**src/sv/grouped_one_shot_timer_table_defines.svh**
```systemverilog
// ---------------------------------------------------------------------------
// Assertion macros for the grouped one-shot timer table
// Clocked, reset-qualified property wrappers.
// ---------------------------------------------------------------------------
`ifndef GROUPED_ONE_SHOT_TIMER_TABLE_DEFINES_SVH
`define GROUPED_ONE_SHOT_TIMER_TABLE_DEFINES_SVH

// implication checked every cycle outside reset
`define GOTT_ASSERT_IMP(label, clk, rst_n, ante, cons) \
  label: assert property (@(posedge clk) disable iff (!rst_n) (ante) |-> (cons)) \
    else $error("assertion failed");

// next-cycle implication checked outside reset
`define GOTT_ASSERT_NXT(label, clk, rst_n, ante, cons) \
  label: assert property (@(posedge clk) disable iff (!rst_n) (ante) |=> (cons)) \
    else $error("assertion failed");

`endif

```
**src/sv/gott_pkg.sv**
```systemverilog
// ---------------------------------------------------------------------------
// gott_pkg
// Shared constants and codes of the grouped one-shot timer table.
// ---------------------------------------------------------------------------
package gott_pkg;

  localparam int unsigned MaxTimersDef = 64;
  localparam int unsigned NumGroupsDef = 1024;
  localparam int unsigned GroupW       = 11;
  localparam logic [10:0] AlwaysLive   = 11'd1024;
  localparam logic [15:0] TickReset    = 16'd50;

  localparam logic [2:0] OpTick  = 3'd0;
  localparam logic [2:0] OpAdd   = 3'd1;
  localparam logic [2:0] OpDel   = 3'd2;
  localparam logic [2:0] OpAlloc = 3'd3;
  localparam logic [2:0] OpFree  = 3'd4;

  localparam logic [2:0] KindFired = 3'd0;
  localparam logic [2:0] KindAdd   = 3'd1;
  localparam logic [2:0] KindDel   = 3'd2;
  localparam logic [2:0] KindAlloc = 3'd3;
  localparam logic [2:0] KindFree  = 3'd4;

  localparam logic [1:0] StOk      = 2'd0;
  localparam logic [1:0] StInvalid = 2'd1;
  localparam logic [1:0] StNoAlloc = 2'd2;
  localparam logic [1:0] StNoMem   = 2'd3;

  // one result item
  typedef struct packed {
    logic [2:0]  kind;
    logic [1:0]  status;
    logic [31:0] tag;
    logic [10:0] grp;
    logic        found;
    logic        last;
  } res_t;

endpackage

```
**src/sv/gott_group_map.sv**
```systemverilog
// ---------------------------------------------------------------------------
// gott_group_map
// Group liveness memory with a rotating free-group search that reads and then checks one id at a time.
// ---------------------------------------------------------------------------
module gott_group_map
  import gott_pkg::*;
#(
  parameter int unsigned NumGroups = NumGroupsDef
) (
  input  logic        clk_i,
  input  logic        rst_ni,
  // liveness lookup of one group, answer next cycle
  input  logic [10:0] look_grp_i,
  output logic        look_live_o,
  // free a group
  input  logic        free_i,
  input  logic [10:0] free_grp_i,
  // allocation search
  input  logic        alloc_start_i,
  output logic        alloc_done_o,
  output logic        alloc_ok_o,
  output logic [10:0] alloc_grp_o,
  output logic        clr_busy_o
);

  localparam int unsigned GW = $clog2(NumGroups);

  logic            mem_q [NumGroups];
  logic [GW:0]     clr_q;
  logic            clr_busy;
  logic [GW-1:0]   cursor_q, cursor_d;
  logic [GW-1:0]   probe_q, probe_d;
  logic [GW:0]     cnt_q, cnt_d;
  logic            srch_q, srch_d, chk_q, chk_d;
  logic            rd_q;
  logic            wr_en;
  logic [GW-1:0]   wr_addr;
  logic            wr_val;
  logic [GW-1:0]   rd_addr;
  logic            look_sel_q, look_inr_q;
  logic [GW-1:0]   chk_addr_q;
  logic            done_d, ok_d;

  assign clr_busy   = !clr_q[GW];
  assign clr_busy_o = clr_busy;

  // lookup address is the probe while searching
  assign rd_addr = srch_q ? probe_q : look_grp_i[GW-1:0];

  // write mux: clearing pass, allocation mark, free
  always_comb begin
    wr_en   = 1'b0;
    wr_addr = free_grp_i[GW-1:0];
    wr_val  = 1'b0;
    if (clr_busy) begin
      wr_en   = 1'b1;
      wr_addr = clr_q[GW-1:0];
    end else if (done_d && ok_d) begin
      wr_en   = 1'b1;
      wr_addr = chk_addr_q;
      wr_val  = 1'b1;
    end else if (free_i) begin
      wr_en = 1'b1;
    end
  end

  always_ff @(posedge clk_i) begin
    if (wr_en) begin
      mem_q[wr_addr] <= wr_val;
    end
    rd_q <= mem_q[rd_addr];
  end

  // search: probe read, check next
  always_comb begin
    srch_d   = srch_q;
    chk_d    = 1'b0;
    probe_d  = probe_q;
    cnt_d    = cnt_q;
    cursor_d = cursor_q;
    done_d   = 1'b0;
    ok_d     = 1'b0;
    if (alloc_start_i) begin
      srch_d  = 1'b1;
      probe_d = cursor_q;
      cnt_d   = '0;
    end else if (srch_q) begin
      chk_d   = 1'b1;
      srch_d  = 1'b0;
    end else if (chk_q) begin
      if (chk_addr_q != '0 && !rd_q) begin
        done_d   = 1'b1;
        ok_d     = 1'b1;
        cursor_d = chk_addr_q;
      end else if (cnt_q == (GW+1)'(NumGroups - 1)) begin
        done_d = 1'b1;
      end else begin
        srch_d  = 1'b1;
        probe_d = (probe_q == GW'(NumGroups - 1)) ? '0 : probe_q + 1'b1;
        cnt_d   = cnt_q + 1'b1;
      end
    end
  end

  always_ff @(posedge clk_i or negedge rst_ni) begin
    if (!rst_ni) begin
      clr_q    <= '0;
      cursor_q <= '0;
      probe_q  <= '0;
      cnt_q    <= '0;
      srch_q   <= 1'b0;
      chk_q    <= 1'b0;
    end else begin
      if (clr_busy) clr_q <= clr_q + 1'b1;
      cursor_q <= cursor_d;
      probe_q  <= probe_d;
      cnt_q    <= cnt_d;
      srch_q   <= srch_d;
      chk_q    <= chk_d;
    end
  end

  always_ff @(posedge clk_i) begin
    chk_addr_q <= rd_addr;
    look_sel_q <= (look_grp_i == AlwaysLive);
    look_inr_q <= (look_grp_i != '0) && (look_grp_i < 11'(NumGroups));
  end

  assign look_live_o  = look_sel_q || (look_inr_q && rd_q);
  assign alloc_done_o = done_d;
  assign alloc_ok_o   = ok_d;
  assign alloc_grp_o  = ok_d ? 11'(chk_addr_q) : '0;

endmodule

```
**config.mk**
```make
export PLATFORM = sky130hd
export DESIGN_NAME = gott_group_map
export DESIGN_NICKNAME = d
export VERILOG_FILES = /design/src/sv/grouped_one_shot_timer_table_defines.svh /design/src/sv/gott_pkg.sv /design/src/sv/gott_group_map.sv
export SDC_FILE = /design/constraint.sdc
export NUM_CORES = 2
export LEC_CHECK = 0
export BUFFER_PORTS_ARGS = -buffer_cell sky130_fd_sc_hd__buf_2
export CAP_MARGIN = 20
export CORE_ASPECT_RATIO = 0.8
export CORE_MARGIN = 1
export CORE_UTILIZATION = 63
export DETAILED_ROUTE_END_ITERATION = 8
export PLACE_DENSITY = 0.8
export SYNTH_ARGS = -nofsm -noshare
export SYNTH_HDL_FRONTEND = slang
export SYNTH_SLANG_ARGS = --single-unit
export TNS_END_PERCENT = 1
```
**constraint.sdc**
```tcl
create_clock -name clk_i -period 38.9 [get_ports clk_i]
set_input_delay 0 -clock clk_i [delete_from_list [all_inputs] [get_ports clk_i]]
set_output_delay 0 -clock clk_i [all_outputs]
set_load 0.02 [all_outputs]
```
==> results.yml <==
status:
  run_status: "finished, final reports clean"
synth:
  synth.distinct_cells: 53
  synthTopCellsByCount: "1039 x nor2_1, 1024 x edfxtp_1, 591 x nand2_1, 249 x clkbuf_1, 235 x nand3_1"
  async_flop_share_pct: 4.07
  syn_inst: 4159
  yosysSeqAreaShare_pct: 67.5
  synthFlopType: "edfxtp_1"
  syn_area_per_cell_um2: 11.4
  ys_warn_count: 0
  synthesis.nets: 4188
  synth_area_leaders: "edfxtp_1 65%, nor2_1 8.2%, mux2i_1 4.9%"
  yosysTopAreaCell: "edfxtp_1"
  synth_top_area_share_pct: 64.7
  ys_ff_latch: 1081
  synth_edf_count: 1024
  syn_area_um2: 47600
  yosysMostFrequentCell: "nor2_1"
drt:
  ant_nets: 0
  drcViolationCount: 0
  drt-initial-drc-count: 5218
  wl_um: 127000
  vias: 33300
  viasPerCell: 6.54
  dr.pass1.iters: 8
  wl_per_cell_um: 25.0
setup_path:
  crit_path_frequent_cell: "nor4_1"
  crit_required_ns: 39.45
  crit_type: "register to register"
  critPathMaxStageDelay_ns: 1.05
  crit_arrival_ns: 6.14
  end_kind: "register"
  path_cells: "mux2i_4, inv_8, buf_12, buf_4, mux4_2, a2111oi_0, nor3_1, nor4_1, o22ai_1, nor4_1, nor4_1"
  r2r_cells: 11
  cp_slowest_cell: "nor4_1"
  cp-start-kind: "register"
  cp_max_fo: 120
clocking:
  cts_tree: "built"
  clkTransAtPathRegs_ns: 0.07
  root_buffer: "clkbuf_16"
  cts_hold_buf: 12
  htreeDepth: 3
  cts_setup_buffers: 0
  clk_latency_ns: 0.67
  cts.sinks: 1081
  cts_buffers: 99
  cts_buffer_depth: 3
  cts.repair.resized: 0
grt:
  grt_pass1_wl_um: 187000
  grt_overflow: 0
  grt_max_degree: 310
  antenna_found_initial: 2
  grt_use_total_pct: 33.1
  grt_pass1_vias: 31700
pwr:
  power_density_nw_per_um2: 52.9
  p_leak_nw: 15.5
  peakVddDrop_mv: 0.0443
floorplan:
  start_util_pct: 64.1
  dieArea_um2: 76600
  design.core.area_um2: 74200
  row_count: 89
  die_h_um: 248
  ios: 41
  die_w_um: 309
sta:
  final.setup.tns_ns: 0
  slew_headroom_pct: 9.61
  finalCriticalPeriod_ns: 5.59
  min_period_over_period_pct: 14.4
  fin_skew_ns: 0.0155
  final-max-slew-violation-count: 0
  rsz0062_at_grt: "false"
  finalHoldViolCount: 0
  fmax_mhz: 179
  setup_viol: 0
  worstMarginPinSlew_ns: 1.34
layout:
  stdcell_area_um2: 52000
  fillers: 4967
  multi_input_area_um2: 13900
  finalNetCount: 4035
  seqCellArea_um2: 32100
  insertedDiodeCount: 0
  drive_above_1_share_pct: 8.12
  synthToLayoutAreaGrowth_pct: 9.38
place:
  port_buffers: 38
  dpl-instance-area_um2: 48100
  post-dp-hpwl_um: 59400
  gp_congestion: 0.827
worst_hold_path:
  hp-class: "input port to register"
  hold_depth: 3
run:
  max_cap_viol_count: 0
sequential cells by signal, summed over array words and instances (netlist names):
register,cells
cursor_q,10
mem_q,1024
srch_q,1
cnt_q,11
chk_addr_q,10
look_sel_q,1
rd_q,1
chk_q,1
look_inr_q,1
probe_q,10
clr_q,11
metrics by stage:
| stage | power [W] | cells | hold slack (ns) | setup slack [ns] | utilization (%) |
|---|---|---|---|---|---|
| 2_1_floorplan | 0.00164 | 4159 | -0.296 | 9.24 | - |
| 3_3_place_gp | 0.00179 | 4863 | 0.169 | 33.52 | 64.8 |
| 3_5_place_dp | 0.00180 | 4863 | 0.174 | 33.45 | 64.8 |
| 4_1_cts | 0.00274 | 5058 | 0.0460 | 33.43 | 69.2 |
| 5_1_grt | 0.00283 | 5089 | 0.133 | 33.15 | 70.1 |
| 6_report | 0.00275 | 5089 | 0.123 | 33.31 | 70.1 |
layer usage:
metal,track usage (%),vias to the layer above,share of wire [%]
li1,-,14400,-
met1,44.2,16100,35
met2,52.4,2374,46
met3,8.91,362,15
met4,12.4,0,3.7
met5,0,-,0
where the power goes:
| group | switching, W | internal, W |
|---|---|---|
| combinational | 0.000357 | 0.000163 |
| sequential | 0.0000119 | 0.00126 |
| clock | 0.000423 | 0.000535 |
layout make-up:
class                   count  area share [%]
well taps                1001            2.41
clock buffers             114            5.04
clock inverters            69            1.05
flip-flops and latches   1081            61.7
inverters                  16           0.137
repair buffers            132            2.85
multi-input cells        2676            26.8
worst paths after layout:
check | from | endpoint | slack [ns]
min | look_grp_i[0] | chk_addr_q[0] | 0.12
max | srch_q | rd_q | 33.31
max in group asynchronous | rst_ni | cnt_q[2] | 38.18
max reg2reg | srch_q | rd_q | 33.31
min in group asynchronous | rst_ni | clr_q[10] | 0.26
min reg2reg | cursor_q[5] | cursor_q[5] | 0.49
logic make-up after synthesis:
| logic type | Yosys count | synth area share [%] |
|---|---|---|
| compound gates | 346 | 5.17 |
| buf+inv | 402 | 3.46 |
| mux | 252 | 5.76 |
| fa+ha+maj | 3 | 0.0789 |
| xor+xnor | 17 | 0.313 |
| other cells | 1 | 0.00789 |
| flops | 1081 | 67.5 |
| simple gates | 2057 | 17.7 |
placed cells by master (no fill, tap or decap), types with 6 or more instances in the layout:
| cell | netlist | final |
|---|---|---|
| nand3_1 | 235 | 235 |
| a21o_1 | 16 | 16 |
| nor2_1 | 1039 | 1038 |
| clkbuf_16 | 0 | 103 |
| xnor2_1 | 6 | 6 |
| buf_12 | 0 | 16 |
| clkbuf_1 | 249 | 11 |
| or3_2 | 0 | 12 |
| o221ai_1 | 96 | 96 |
| xor2_1 | 11 | 11 |
| dfrtp_1 | 44 | 44 |
| buf_16 | 0 | 15 |
| mux4_2 | 16 | 16 |
| clkinv_1 | 0 | 27 |
| inv_1 | 14 | 12 |
| nand2_2 | 1 | 21 |
| a21oi_1 | 54 | 53 |
| dlygate4sd3_1 | 0 | 13 |
| bufinv_16 | 0 | 8 |
| a311oi_1 | 17 | 17 |
| a31oi_1 | 99 | 99 |
| clkinvlp_4 | 0 | 11 |
| buf_2 | 61 | 39 |
| buf_8 | 0 | 7 |
| nand2_1 | 591 | 571 |
| o21ai_0 | 14 | 14 |
| nor3_1 | 96 | 96 |
| a2111oi_0 | 16 | 16 |
| and2_1 | 11 | 11 |
| mux2i_1 | 232 | 230 |
| and3_1 | 14 | 14 |
| edfxtp_1 | 1024 | 1024 |
| nor4_1 | 25 | 25 |
| o22ai_1 | 24 | 24 |
| buf_4 | 14 | 41 |
| clkinv_2 | 0 | 21 |
| nor3b_1 | 8 | 8 |
| dfxtp_1 | 13 | 13 |
worst max-delay path: cells and delay by family, from the launching register on:
kind	cells	cell delay, ns
flip-flops	1	0.42
buffers and inverters	3	1.77
AND/OR/NAND/NOR	4	1.57
multiplexers	2	0.84
AO/OA/AOI/OAI	2	0.81
Power figures use the tool's default switching activity.
